### src/rtl/core/dqs_pkg.sv
`default_nettype none

package dqs_pkg;

    localparam int DEF_QUEUE_DEPTH = 16;
    localparam int DEF_ID_WIDTH    = 16;
    localparam int DEF_STAMP_WIDTH = 16;

    // Configuration register file.
    localparam int CAP_WIDTH       = 5;
    localparam int CFG_INDEX_WIDTH = 1;
    localparam logic [CAP_WIDTH-1:0] CAP_RESET = 5'd16;

    typedef enum logic [CFG_INDEX_WIDTH-1:0] {
        CFG_LINE_CAPACITY = 1'b0,
        CFG_SERVE_POLICY  = 1'b1
    } t_cfg_reg;

    localparam logic CMD_JOIN         = 1'b0;
    localparam logic CMD_SERVE        = 1'b1;
    localparam logic KIND_JOIN        = 1'b0;
    localparam logic KIND_SERVED      = 1'b1;
    localparam logic POLICY_OLDEST    = 1'b0;
    localparam logic POLICY_ALTERNATE = 1'b1;
    localparam logic LINE_FIRST       = 1'b0;
    localparam logic LINE_SECOND      = 1'b1;

    // Depth of the command queue between front and back.
    localparam int CMDQ_DEPTH = 2;

    typedef struct packed {
        logic valid;
        logic serve;
        logic line;
    } t_cmd_ctl;

    typedef enum logic {
        ST_IDLE  = 1'b0,
        ST_SERVE = 1'b1
    } t_back_state;

endpackage

`default_nettype wire

### src/rtl/core/dqs_front.sv
`default_nettype none

module dqs_front #(
    parameter int ID_WIDTH = dqs_pkg::DEF_ID_WIDTH
) (
    input  wire logic                 i_clk,
    input  wire logic                 i_rst_n,
    input  wire logic                 i_in_valid,
    output logic                      o_in_stall,
    input  wire logic                 i_cmd,
    input  wire logic                 i_line_select,
    input  wire logic [ID_WIDTH-1:0]  i_customer_id,
    output dqs_pkg::t_cmd_ctl         o_cmd_ctl,
    output logic [ID_WIDTH-1:0]       o_cmd_id,
    input  wire logic                 i_pop
);
    import dqs_pkg::*;

    localparam int PW = $clog2(CMDQ_DEPTH);
    localparam int FW = $clog2(CMDQ_DEPTH + 1);
    localparam logic [FW-1:0] FULL_FILL = FW'(CMDQ_DEPTH);

    logic                r_serve [CMDQ_DEPTH];
    logic                r_line  [CMDQ_DEPTH];
    logic [ID_WIDTH-1:0] r_id    [CMDQ_DEPTH];
    logic [PW-1:0]       r_wr_ptr;
    logic [PW-1:0]       r_rd_ptr;
    logic [FW-1:0]       r_fill;

    logic                push;
    logic                pop;
    logic                cls_serve;
    logic                cls_line;
    logic [ID_WIDTH-1:0] cls_id;

    assign o_in_stall = (r_fill == FULL_FILL);
    assign push       = i_in_valid && !o_in_stall;
    assign pop        = i_pop && (r_fill != '0);

    // A serve carries no queue or id; those fields are cleared so the back
    // end sees only what the command needs.
    always_comb begin
        cls_serve = (i_cmd == CMD_SERVE);
        cls_line  = cls_serve ? LINE_FIRST : i_line_select;
        cls_id    = cls_serve ? '0 : i_customer_id;
    end

    always_ff @(posedge i_clk) begin
        if (push) begin
            r_serve[r_wr_ptr] <= cls_serve;
            r_line[r_wr_ptr]  <= cls_line;
            r_id[r_wr_ptr]    <= cls_id;
        end
    end

    always_ff @(posedge i_clk) begin
        if (!i_rst_n) begin
            r_wr_ptr <= '0;
            r_rd_ptr <= '0;
            r_fill   <= '0;
        end else begin
            if (push) begin
                r_wr_ptr <= (r_wr_ptr == PW'(CMDQ_DEPTH - 1)) ? '0 : r_wr_ptr + 1'b1;
            end
            if (pop) begin
                r_rd_ptr <= (r_rd_ptr == PW'(CMDQ_DEPTH - 1)) ? '0 : r_rd_ptr + 1'b1;
            end
            if (push && !pop) begin
                r_fill <= r_fill + 1'b1;
            end else if (pop && !push) begin
                r_fill <= r_fill - 1'b1;
            end
        end
    end

    always_comb begin
        o_cmd_ctl.valid = (r_fill != '0);
        o_cmd_ctl.serve = r_serve[r_rd_ptr];
        o_cmd_ctl.line  = r_line[r_rd_ptr];
        o_cmd_id        = r_id[r_rd_ptr];
    end

endmodule

`default_nettype wire

### src/rtl/core/dqs_back.sv
`default_nettype none

module dqs_back #(
    parameter int QUEUE_DEPTH = dqs_pkg::DEF_QUEUE_DEPTH,
    parameter int ID_WIDTH    = dqs_pkg::DEF_ID_WIDTH,
    parameter int STAMP_WIDTH = dqs_pkg::DEF_STAMP_WIDTH
) (
    input  wire logic                                i_clk,
    input  wire logic                                i_rst_n,
    input  wire dqs_pkg::t_cmd_ctl                   i_cmd_ctl,
    input  wire logic [ID_WIDTH-1:0]                 i_cmd_id,
    output logic                                     o_pop,
    input  wire logic                                i_cfg_valid,
    output logic                                     o_cfg_ready,
    input  wire logic [dqs_pkg::CFG_INDEX_WIDTH-1:0] i_cfg_index,
    input  wire logic [dqs_pkg::CAP_WIDTH-1:0]       i_cfg_data,
    output logic                                     o_out_valid,
    input  wire logic                                i_out_stall,
    output logic                                     o_result_kind,
    output logic                                     o_join_accepted,
    output logic [ID_WIDTH-1:0]                      o_served_id,
    output logic                                     o_from_line,
    output logic [STAMP_WIDTH-1:0]                   o_arrival_stamp,
    output logic [STAMP_WIDTH-1:0]                   o_service_stamp,
    output logic                                     o_is_last
);
    import dqs_pkg::*;

    localparam int QW   = (QUEUE_DEPTH > 1) ? $clog2(QUEUE_DEPTH) : 1;
    localparam int CW   = $clog2(QUEUE_DEPTH + 1);
    localparam int SW   = CW + 1;
    localparam int CMPW = (CW > CAP_WIDTH) ? CW : CAP_WIDTH;
    localparam logic [CW-1:0] DEPTH_C  = CW'(QUEUE_DEPTH);
    localparam logic [SW-1:0] DEPTH_S  = SW'(QUEUE_DEPTH);
    localparam logic [QW-1:0] LAST_IDX = QW'(QUEUE_DEPTH - 1);
    localparam logic [CW-1:0] ONE_C    = CW'(1);

    // Queue storage, one row per queue; only the head slot is ever read.
    logic [ID_WIDTH-1:0]    r_q_id    [2][QUEUE_DEPTH];
    logic [STAMP_WIDTH-1:0] r_q_stamp [2][QUEUE_DEPTH];
    logic [QW-1:0]          r_head    [2];
    logic [CW-1:0]          r_count   [2];
    logic [STAMP_WIDTH-1:0] r_arrival;
    logic [STAMP_WIDTH-1:0] r_service;
    logic                   r_turn_first;
    logic [CAP_WIDTH-1:0]   r_cap;
    logic                   r_policy;
    t_back_state            r_state;
    t_back_state            n_state;

    logic                   can_emit;
    logic                   any_queued;
    logic                   both_queued;
    logic                   last_entry;
    logic                   join_ok;
    logic [SW-1:0]          tail_sum;
    logic [QW-1:0]          tail;
    logic [STAMP_WIDTH-1:0] stamp_diff;
    logic                   first_older;
    logic                   which;
    logic                   do_join;
    logic                   do_emit;
    logic                   start_serve;

    assign o_cfg_ready = 1'b1;
    assign can_emit    = !o_out_valid || !i_out_stall;
    assign any_queued  = (r_count[0] != '0) || (r_count[1] != '0);
    assign both_queued = (r_count[0] != '0) && (r_count[1] != '0);
    assign last_entry  = ((r_count[0] == ONE_C) && (r_count[1] == '0))
                      || ((r_count[0] == '0) && (r_count[1] == ONE_C));

    // A join is accepted only while its queue's fill is below both the capacity register and the queue depth.
    always_comb begin
        join_ok = (CMPW'(r_count[i_cmd_ctl.line]) < CMPW'(r_cap))
               && (r_count[i_cmd_ctl.line] < DEPTH_C);
        tail_sum = SW'(r_head[i_cmd_ctl.line]) + SW'(r_count[i_cmd_ctl.line]);
        tail     = (tail_sum >= DEPTH_S) ? QW'(tail_sum - DEPTH_S) : QW'(tail_sum);
    end

    // Stamps wrap, so age is decided by the sign of the wrapped difference.
    always_comb begin
        stamp_diff  = r_q_stamp[0][r_head[0]] - r_q_stamp[1][r_head[1]];
        first_older = (stamp_diff == '0) || stamp_diff[STAMP_WIDTH-1];
        if (both_queued) begin
            if (r_policy == POLICY_OLDEST) begin
                which = first_older ? LINE_FIRST : LINE_SECOND;
            end else begin
                which = r_turn_first ? LINE_FIRST : LINE_SECOND;
            end
        end else begin
            which = (r_count[0] != '0) ? LINE_FIRST : LINE_SECOND;
        end
    end

    always_comb begin
        n_state = r_state;
        unique case (r_state)
            ST_IDLE: begin
                if (i_cmd_ctl.valid && i_cmd_ctl.serve && any_queued) begin
                    n_state = ST_SERVE;
                end
            end
            ST_SERVE: begin
                if (can_emit && last_entry) begin
                    n_state = ST_IDLE;
                end
            end
            default: n_state = ST_IDLE;
        endcase
    end

    always_comb begin
        o_pop       = 1'b0;
        do_join     = 1'b0;
        do_emit     = 1'b0;
        start_serve = 1'b0;
        unique case (r_state)
            ST_IDLE: begin
                if (i_cmd_ctl.valid) begin
                    if (!i_cmd_ctl.serve) begin
                        do_join = can_emit;
                        o_pop   = can_emit;
                    end else begin
                        // A serve with both queues empty retires silently.
                        o_pop       = 1'b1;
                        start_serve = any_queued;
                    end
                end
            end
            ST_SERVE: begin
                do_emit = can_emit;
            end
            default: begin
                o_pop = 1'b0;
            end
        endcase
    end

    always_ff @(posedge i_clk) begin
        if (do_join && join_ok) begin
            r_q_id[i_cmd_ctl.line][tail]    <= i_cmd_id;
            r_q_stamp[i_cmd_ctl.line][tail] <= r_arrival;
        end
    end

    always_ff @(posedge i_clk) begin
        if (!i_rst_n) begin
            r_head       <= '{default: '0};
            r_count      <= '{default: '0};
            r_arrival    <= '0;
            r_service    <= '0;
            r_turn_first <= 1'b1;
            r_cap        <= CAP_RESET;
            r_policy     <= POLICY_OLDEST;
            r_state      <= ST_IDLE;
            o_out_valid  <= 1'b0;
        end else begin
            r_state <= n_state;
            if (i_cfg_valid && o_cfg_ready) begin
                if (i_cfg_index == CFG_LINE_CAPACITY) begin
                    r_cap <= i_cfg_data;
                end else begin
                    r_policy <= i_cfg_data[0];
                end
            end
            if (do_join && join_ok) begin
                r_count[i_cmd_ctl.line] <= r_count[i_cmd_ctl.line] + 1'b1;
                r_arrival               <= r_arrival + 1'b1;
            end
            if (start_serve) begin
                r_turn_first <= 1'b1;
            end
            if (do_emit) begin
                r_head[which]  <= (r_head[which] == LAST_IDX) ? '0 : r_head[which] + 1'b1;
                r_count[which] <= r_count[which] - 1'b1;
                r_service      <= r_service + 1'b1;
                if (both_queued && (r_policy == POLICY_ALTERNATE)) begin
                    r_turn_first <= !r_turn_first;
                end
            end
            if (do_join || do_emit) begin
                o_out_valid <= 1'b1;
            end else if (!i_out_stall) begin
                o_out_valid <= 1'b0;
            end
        end
    end

    always_ff @(posedge i_clk) begin
        if (do_join) begin
            o_result_kind   <= KIND_JOIN;
            o_join_accepted <= join_ok;
            o_served_id     <= '0;
            o_from_line     <= LINE_FIRST;
            o_arrival_stamp <= '0;
            o_service_stamp <= '0;
            o_is_last       <= 1'b1;
        end else if (do_emit) begin
            o_result_kind   <= KIND_SERVED;
            o_join_accepted <= 1'b0;
            o_served_id     <= r_q_id[which][r_head[which]];
            o_from_line     <= which;
            o_arrival_stamp <= r_q_stamp[which][r_head[which]];
            o_service_stamp <= r_service;
            o_is_last       <= last_entry;
        end
    end

`ifndef SYNTHESIS
    a_count_bound: assert property (@(posedge i_clk) disable iff (!i_rst_n)
        (r_count[0] <= DEPTH_C) && (r_count[1] <= DEPTH_C))
        else $error("queue fill exceeds its depth");

    a_serve_has_work: assert property (@(posedge i_clk) disable iff (!i_rst_n)
        (r_state == ST_SERVE) |-> any_queued)
        else $error("serve phase entered with both queues empty");

    a_drain_ends_idle: assert property (@(posedge i_clk) disable iff (!i_rst_n)
        (do_emit && last_entry) |=> (r_state == ST_IDLE) && !any_queued)
        else $error("last served record left entries behind");

    a_join_single: assert property (@(posedge i_clk) disable iff (!i_rst_n)
        do_join |=> o_out_valid && o_is_last && (o_result_kind == KIND_JOIN))
        else $error("join acknowledgement not marked as last");
`endif

endmodule

`default_nettype wire

### src/rtl/core/dual_queue_oldest_or_alternate_server.sv
`default_nettype none

// Two bounded customer queues with a join/serve command stream. A join in the
// back end yields one acknowledgement; a serve first enters the serve state and
// then drains both queues at one served record per cycle while the output is
// not stalled, and a serve with both queues empty retires with no record. The
// drain rate is set by the single dequeue per cycle of the back end feeding one
// output register. A two-entry command queue sits between input and back end,
// so up to two new commands are taken while a drain is in progress.
// Configuration writes are always taken and must only be made while no command
// is in flight.
module dual_queue_oldest_or_alternate_server #(
    parameter int QUEUE_DEPTH = dqs_pkg::DEF_QUEUE_DEPTH,
    parameter int ID_WIDTH    = dqs_pkg::DEF_ID_WIDTH,
    parameter int STAMP_WIDTH = dqs_pkg::DEF_STAMP_WIDTH
) (
    input  wire logic                                i_clk,
    input  wire logic                                i_rst_n,
    input  wire logic                                i_in_valid,
    output logic                                     o_in_stall,
    input  wire logic                                i_cmd,
    input  wire logic                                i_line_select,
    input  wire logic [ID_WIDTH-1:0]                 i_customer_id,
    input  wire logic                                i_cfg_valid,
    output logic                                     o_cfg_ready,
    input  wire logic [dqs_pkg::CFG_INDEX_WIDTH-1:0] i_cfg_index,
    input  wire logic [dqs_pkg::CAP_WIDTH-1:0]       i_cfg_data,
    output logic                                     o_out_valid,
    input  wire logic                                i_out_stall,
    output logic                                     o_result_kind,
    output logic                                     o_join_accepted,
    output logic [ID_WIDTH-1:0]                      o_served_id,
    output logic                                     o_from_line,
    output logic [STAMP_WIDTH-1:0]                   o_arrival_stamp,
    output logic [STAMP_WIDTH-1:0]                   o_service_stamp,
    output logic                                     o_is_last
);
    import dqs_pkg::*;

    t_cmd_ctl            cmd_ctl;
    logic [ID_WIDTH-1:0] cmd_id;
    logic                cmd_pop;

    dqs_front #(
        .ID_WIDTH (ID_WIDTH)
    ) u_front (
        .i_clk         (i_clk),
        .i_rst_n       (i_rst_n),
        .i_in_valid    (i_in_valid),
        .o_in_stall    (o_in_stall),
        .i_cmd         (i_cmd),
        .i_line_select (i_line_select),
        .i_customer_id (i_customer_id),
        .o_cmd_ctl     (cmd_ctl),
        .o_cmd_id      (cmd_id),
        .i_pop         (cmd_pop)
    );

    dqs_back #(
        .QUEUE_DEPTH (QUEUE_DEPTH),
        .ID_WIDTH    (ID_WIDTH),
        .STAMP_WIDTH (STAMP_WIDTH)
    ) u_back (
        .i_clk           (i_clk),
        .i_rst_n         (i_rst_n),
        .i_cmd_ctl       (cmd_ctl),
        .i_cmd_id        (cmd_id),
        .o_pop           (cmd_pop),
        .i_cfg_valid     (i_cfg_valid),
        .o_cfg_ready     (o_cfg_ready),
        .i_cfg_index     (i_cfg_index),
        .i_cfg_data      (i_cfg_data),
        .o_out_valid     (o_out_valid),
        .i_out_stall     (i_out_stall),
        .o_result_kind   (o_result_kind),
        .o_join_accepted (o_join_accepted),
        .o_served_id     (o_served_id),
        .o_from_line     (o_from_line),
        .o_arrival_stamp (o_arrival_stamp),
        .o_service_stamp (o_service_stamp),
        .o_is_last       (o_is_last)
    );

endmodule

`default_nettype wire

### config.mk
export PLATFORM = sky130hd
export DESIGN_NAME = dual_queue_oldest_or_alternate_server
export DESIGN_NICKNAME = d
export VERILOG_FILES = /design/src/rtl/core/dqs_pkg.sv /design/src/rtl/core/dqs_front.sv /design/src/rtl/core/dqs_back.sv /design/src/rtl/core/dual_queue_oldest_or_alternate_server.sv
export SDC_FILE = /design/constraint.sdc
export NUM_CORES = 2
export LEC_CHECK = 0
export BUFFER_PORTS_ARGS = -buffer_cell sky130_fd_sc_hd__buf_2
export CAP_MARGIN = 20
export CORE_MARGIN = 1
export CORE_UTILIZATION = 55
export CTS_CLUSTER_SIZE = 24
export DETAILED_ROUTE_END_ITERATION = 12
export PLACE_DENSITY = 0.82
export SYNTH_ARGS = -nofsm -noshare
export SYNTH_HDL_FRONTEND = slang
export SYNTH_HIERARCHICAL = 1
export SYNTH_SLANG_ARGS = --single-unit
### constraint.sdc
create_clock -name i_clk -period 7.6 [get_ports i_clk]
set_clock_uncertainty 0.2 [all_clocks]
set_input_delay 0.76 -clock i_clk [delete_from_list [all_inputs] [get_ports i_clk]]
set_output_delay 0.76 -clock i_clk [all_outputs]
set_load 0.02 [all_outputs]
== After elaboration in Yosys (flattened, before gate mapping) ==
Memory sizes are Yosys's and may differ from the RTL's. A register that Yosys moved wholly into a read port is not among the register bits.
Index checks and enable logic that the tools add are counted.
Widths: inputs -> output; s select.
Storage, ports and cells
  memories kept: 5
  output and inout port bits: 55
  word-level logic and storage cells: 181
  memory bits (writable): 1060
  register bits after elaboration: 115
Cells by class
  add/subtract/negate cells: 12
  reductions and logical operators: 37
  muxes and demuxes: 81
  bitwise operators: 8
  $lt $le $gt $ge: 12
  equal/unequal tests: 5
Memory list
  u_back.r_q_id: words 2, bits a word 256, read ports 1, clocked after Yosys merged registers in 0, write ports 1, RTL line dqs_back.sv:39  | logic [ID_WIDTH-1:0] r_q_id [2][QUEUE_DEPTH];
  u_back.r_q_stamp: words 2, bits a word 256, read ports 3, clocked after Yosys merged registers in 0, write ports 1, RTL line dqs_back.sv:40  | logic [STAMP_WIDTH-1:0] r_q_stamp [2][QUEUE_DEPTH];
  u_front.r_id: words 2, bits a word 16, read ports 1, clocked after Yosys merged registers in 1, write ports 1, RTL line dqs_front.sv:25  | logic [ID_WIDTH-1:0] r_id [CMDQ_DEPTH];
  u_front.r_line: words 2, bits a word 1, read ports 1, clocked after Yosys merged registers in 1, write ports 1, RTL line dqs_front.sv:24  | logic r_line [CMDQ_DEPTH];
  u_front.r_serve: words 2, bits a word 1, read ports 1, clocked after Yosys merged registers in 1, write ports 1, RTL line dqs_front.sv:23  | logic r_serve [CMDQ_DEPTH];
Operators with widths (count)
  $bmux 16 s4: 4
  $mux 256: 1
  $mux 16: 10
  $demux 16 s4: 1
  $mux 5: 8
  $mux 1: 36
  $mux 4: 9
  $add 16x1->16 const B: 2
  $mux 10: 3
  $bwmux 10: 2
  $ge 5x5->1 const B: 4
  $not 4->5: 4
  $logic_and 1x1->1: 16
  $logic_not 16->1: 1
  $sub 16x16->16: 1
  $demux 5 s1: 2
  $eq 5x1->1 const B: 2
  $logic_not 5->1: 2
  $reduce_bool 5->1: 2
  $bwmux 8: 1
  $add 4x5->6: 1
  $ge 6x5->1 const B: 1
  $logic_not 1->1: 6
  $reduce_bool 2->1: 3
  22 further kinds: 33

== Depth between registers and ports, before layout ==
  word-level depth: 18
  mapped depth: 28
  mapped depth without buffers: 20

== Cells and area by module ==
Netlist, hierarchy kept.
Modules (own cells, without submodules)
  dqs_back: area each 47808.4 um^2, instances 1, cells each 2729
  dqs_front: area each 1642.8 um^2, instances 1, cells each 99

== Worst setup path before layout ==
Ideal clock, no wire load.
  path type: flip-flop to flip-flop
  from: register u_back/r_head[4] (netlist bit)
  to: register u_back/r_head[3] (netlist bit)
  clock period less this slack: 6.707 ns
  setup time: 0.070 ns
  path buffers: 9
  data arrival time: 6.437 ns
  cell stages (with the launch flop): 26
  slack: 0.893 ns
  cell sequence: dfxtp_1 -> buf_2 -> buf_1 -> clkbuf_1 -> buf_1 -> mux4_2 -> mux4_2 -> ha_1 -> clkbuf_1 -> a211oi_1 -> or2_2 -> o21a_1 -> a21oi_1 -> or4_1 -> o211a_1 -> o31ai_4 -> buf_6 -> mux2i_1 -> inv_2 -> buf_6 -> buf_6 -> buf_4 -> ha_1 -> o21ai_0 -> a21oi_1 -> a21oi_1
On the way
  cells in the longest elaborated chain, start to end: 17
Ends and longest elaborated chain
  from (decl): RTL line dqs_back.sv:41  | logic [QW-1:0] r_head [2];
  from (signal, indexed assignment): RTL line dqs_back.sv:174  | r_head[which] <= (r_head[which] == LAST_IDX) ? '0 : r_head[which] + 1'b1;
  $not 4->5 (not written as such): RTL line dqs_back.sv:82  | stamp_diff = r_q_stamp[0][r_head[0]] - r_q_stamp[1][r_head[1]];
  $bmux 16 s4: RTL line dqs_back.sv:82
  $mux 16 (not written as such) (2 in a row): RTL line dqs_back.sv:82
  $sub 16x16->16: RTL line dqs_back.sv:82
  $logic_not 16->1: RTL line dqs_back.sv:83  | first_older = (stamp_diff == '0) || stamp_diff[STAMP_WIDTH-1];
  $logic_or 1x1->1: RTL line dqs_back.sv:83
  $mux 1: RTL line dqs_back.sv:86  | which = first_older ? LINE_FIRST : LINE_SECOND;
  $mux 1: RTL line dqs_back.sv:85  | if (r_policy == POLICY_OLDEST) begin
  $mux 1: RTL line dqs_back.sv:84  | if (both_queued) begin
  $not 1->2: RTL line dqs_back.sv:174
  $mux 4 (not written as such) (3 in a row): RTL line dqs_back.sv:174
  $add 4x1->4 or $eq 4x4->1 (tied branches): RTL line dqs_back.sv:174
  $mux 4: RTL line dqs_back.sv:174
  $bwmux 8 (*): RTL line dqs_back.sv:174
Mark *: on every way between the ends. The rest lies on a longest branch, timed or not. The select of a mux whose other input is x is not followed.
A chain may end at the register's enable or synchronous reset.

== Final worst setup path ==
  from: register u_back/r_head[1] (netlist bit)
  to: register u_back.o_arrival_stamp[4]
On the way
  cells in the longest elaborated chain, start to end: 18
Ends and longest elaborated chain
  $not 4->5 (not written as such): RTL line dqs_back.sv:82
  $bmux 16 s4: RTL line dqs_back.sv:82
  $mux 16 (not written as such) (2 in a row): RTL line dqs_back.sv:82
  $sub 16x16->16: RTL line dqs_back.sv:82
  $logic_not 16->1: RTL line dqs_back.sv:83
  $logic_or 1x1->1: RTL line dqs_back.sv:83
  $mux 1: RTL line dqs_back.sv:86
  $mux 1: RTL line dqs_back.sv:85
  $mux 1: RTL line dqs_back.sv:84
  $not 1->2 (not written as such): RTL line dqs_back.sv:203  | o_arrival_stamp <= r_q_stamp[which][r_head[which]];
  $mux 4 (not written as such) (3 in a row): RTL line dqs_back.sv:203
  $not 4->5 (not written as such): RTL line dqs_back.sv:203
  $bmux 16 s4 (*): RTL line dqs_back.sv:203
  $mux 16 (not written as such) (*) (2 in a row): RTL line dqs_back.sv:203
  to (signal assigned): RTL line dqs_back.sv:203
  to (decl): RTL line dqs_back.sv:23  | output logic [STAMP_WIDTH-1:0] o_arrival_stamp,
Marked as above.

==> summary.md <==
| Metric | Value |
|---|---|
| Vias | between 20000 and 30000 |
| Crit path DAT | 7.82 ns |
| Share of layout cells above drive strength 1 | between 20% and 30% |
| Slew Viols, Final | 0 |
| Most used flip-flop cell after synthesis | edfxtp_1 |
| Max-cap violations | 0 |
| Final cell count without fillers | 4228 |
| Worst IR drop on VDD | roughly 0.26 mV |
| Failing checks | design-rule violations |
| First-pass GRT wire length | between 150000 and 200000 um |
| Mapped Nets | between 2000 and 3000 |
| Die area | ~90000 um^2 |
| Number of antenna violations at the first check in global routing | 5 |
| Hold EP | u_back/r_cap[4] |
| Reg2Reg Depth | 19 |
| M2 GR Usage | a little under half |
| GR Util All Layers | 30.4% |
| I/O pin cnt | 84 |
| Via/cell ratio | 7.00 |
| Hold WC Path Type | primary input to flip-flop |
| Minimum clock period | ~7.4 ns |
| RSZ-0062 raised after global routing | no |
| Most common cell after layout, fill and taps aside | edfxtp_1 |
| CTS tree | done |
| Reg2Reg Capture Point | u_back/o_arrival_stamp[4] |
| Hold path start | i_cfg_data[4] |
| Starting Density | 55.7% |
| Worst-margin pin slew | 1.23 ns |
| Vias in the first global route | a little under 30000 |
| Gpl congestion | 0.910 |
| Max Fclk | ~130 MHz |
| IO buf count | between 80 and 90 |
| Clk_lat worst skew | between 0.7 and 0.8 ns |
| Hold Crit Depth | 3 |
| Mapped Avg Cell Area | around 17 um^2 |
| Number of flops mapped to enable cells by yosys | 1061 |
| Post-layout util | 62.9% |
| WP data required | ~8 ns |
| CP Class | flip-flop to flip-flop |
| Core Area | roughly 90000 um^2 |
| Detailed Routing Iterations Pass 1 | 10 |
| FF+latch area | between 30000 and 40000 um^2 |
| Power per cell area | roughly 320 nW/um^2 |
| Root Driver | clkbuf_16 |
| Crit-path max FO | 45 |
| Nets | 3025 |
| Reg2Reg Setup Slack | ~0.16 ns |
| H-Tree Depth | 3 |
| Placed Cells | between 4000 and 5000 |
| Pleak | 17.9 nW |
| Longest Clk Path Bufs | 3 |
| CTS Sinks | ~1200 |
| Grt ovf | 0 |
| WL final | around 140000 um |
| Commonest cells after routing, fill and taps aside | 1061 x edfxtp_1, 334 x mux4_2, 280 x nand2_1 |
| Setup ws final | 0.160 ns |
| Global routing usage on met3 | roughly 7% |
| Largest net degree at the start of global routing | 65 |
| Total CTS buffers | 109 |
| Setup TNS | 0 ns |
| Die Height | about 300 um |
| Dpl hpwl | between 80000 and 90000 um |
| Fin Hold WS | 0.140 ns |
| Endpoint class of the critical path | flip-flop |
| Mapped Cells | around 2800 |
| GRT Max-Usage Layer | met2 |
| Die width | between 300 and 400 um |
| Met1 Use GR | 39.6% |
| Fraction of registers with async set/reset | 0% |
| Worst slew margin | approximately 18% |
| Row count | 109 |
| Filler Cell Count | about 5800 |
| Worst flop-to-flop path startpoint | u_back/r_head[1] |
| Avg WL per Cell | around 33 um |
| Area Overhead vs Synth | 12.9% |
| Status | finished, violations left |
| Routed Antenna Nets | 0 |
| Final setup violating endpoints | 0 |
| Clock-pin transition on the worst setup and hold timing paths | around 0.060 ns |
| Setup Slack @ Placement | ~0.36 ns |
| Ant. Diodes | 0 |
| Mapped Area | about 50000 um^2 |
| Post-synthesis sequential area ratio | between 60 and 70% |
| Area of the multi-input gates | 14700 um^2 |
| Hold Buf Count CTS | 0 |
| DRC | 5 |
| Final period utilization | 97.9% |
| Detailed Route Iter0 Violations | 4604 |
| CP Launch Type | flip-flop |
| Yosys cell types | 79 |
| Warnings from Yosys | 6 |
| Final Hold Vio Count | 0 |
| Seq cells post-synth | ~1200 |
[worst max path at each step]
| stage | start | end | slack (ns) | cells after the start |
|---|---|---|---|---|
| 5_1_grt | u_back/r_head[1] | u_back/o_arrival_stamp[11] | 0.20 | 22 |
| 6_report | u_back/r_head[1] | u_back/o_arrival_stamp[4] | 0.16 | 19 |
| 2_1_floorplan | u_back/r_head[4] | u_back/r_head[3] | 0.89 | 25 |
| 4_1_cts | u_back/r_head[4] | u_back/o_arrival_stamp[4] | 0.33 | 18 |
| 3_3_place_gp | u_back/r_head[4] | u_back/o_arrival_stamp[3] | 0.39 | 20 |
| 3_5_place_dp | u_back/r_head[4] | u_back/o_arrival_stamp[3] | 0.36 | 20 |
[cell type report]
type | instances | share of cell area (%)
well taps | 1165 | 2.61
clock buffers | 146 | 5.24
repair buffers | 193 | 2.93
multi-input cells | 1445 | 26.3
flip-flops and latches | 1176 | 61.3
clock inverters | 62 | 1.39
inverters | 41 | 0.280
[power breakdown]
part           switching [W]  internal, W
logic                0.00285      0.00165
clock network        0.00242      0.00318
registers           0.000278      0.00759
total                0.00555       0.0124
[through the flow]
step	total power (W)	cell area, um^2
3_5_place_dp	0.0123	51800
5_1_grt	0.0185	55800
6_report	0.0180	55800
2_1_floorplan	0.0108	49500
4_1_cts	0.0179	55500
3_3_place_gp	0.0122	51800
[registers in the layout (all words and copies together) (netlist names), named ones only]
name / flops
u_back/o_served_id: 16
u_front/r_line: 2
u_back/r_arrival: 16
u_back/o_join_accepted: 1
u_front/r_rd_ptr: 1
u_front/r_wr_ptr: 1
u_back/o_is_last: 1
u_back/r_q_id: 512
u_front/r_serve: 2
u_back/r_service: 16
u_back/o_result_kind: 1
u_back/o_service_stamp: 16
u_back/r_head: 8
u_back/r_cap: 5
u_back/r_count: 10
u_back/o_arrival_stamp: 16
u_back/r_policy: 1
u_front/r_id: 32
u_back/r_q_stamp: 512
u_back/o_out_valid: 1
u_back/o_from_line: 1
u_back/r_state: 1
u_front/r_fill: 2
u_back/r_turn_first: 1
[critical path, stage by stage, from the launching register on]
cell       delay, ns
dfxtp_4         0.89
buf_4           0.48
mux2i_1         0.36
a21oi_1         0.21
mux4_2          0.48
inv_1           0.09
ha_1            0.20
buf_4           0.18
o21bai_1        0.13
o2111ai_1       0.13
or4_1           0.48
nor3_1          0.18
o2111ai_1       0.19
nor4_2          0.75
or3_1           0.37
and2_4          0.41
nand2_1         0.20
a311oi_1        0.90
a31oi_1         0.07
a221o_1         0.35
[cells in the mapped netlist (all sizes together), types with 9 or more instances]
library cell	instances	area share (%)
mux2	47	1.1
buf	81	0.86
edfxtp	1061	64
a211oi	27	0.41
nand2	281	2.1
o211ai	10	0.15
mux4	334	15
dfxtp	115	4.7
and2	33	0.42
inv	39	0.30
or3	11	0.14
nand4	14	0.18
a221oi	10	0.18
clkbuf	85	0.65
xor2	14	0.25
ha	28	0.71
nor2	82	0.63
mux2i	52	1.1
and3	30	0.38
xnor2	32	0.57
a21boi	15	0.23
nor3	32	0.33
o31ai	13	0.23
a21o	9	0.14
nand3	67	0.68
nor2b	47	0.59
a21oi	83	0.84
a311oi	9	0.16
o21ai	57	0.58
[cells by family (layout without fill, tap and decap cells)]
family / count (synthesis) / after routing / share of synthesized area (%)
mux: 433 / 433 / 17.4
simple gates: 630 / 630 / 5.97
fa+ha+maj: 30 / 30 / 0.789
other cells: 1 / 1 / 0.00758
compound gates: 305 / 305 / 4.15
flops: 1176 / 1176 / 69.1
buf+inv: 207 / 442 / 1.82
xor+xnor: 46 / 46 / 0.815
[routing by layer]
layer | part of all wire (%) | vias to the layer above | routed length, um
met5 | 0.053 | - | 74
li1 | - | 11600 | -
met4 | 6.2 | 10 | 8680
met1 | 34 | 14900 | 47000
met2 | 47 | 2489 | 65200
met3 | 13 | 578 | 18400
[repair_timing]
item | CTS | global route
buffers inserted | 0 | 2
hold endpoints to repair | 0 | 0
resized for setup | 0 | 0
setup endpoints to repair | 0 | 2
Note: power is estimated with default switching activity, not from simulation.
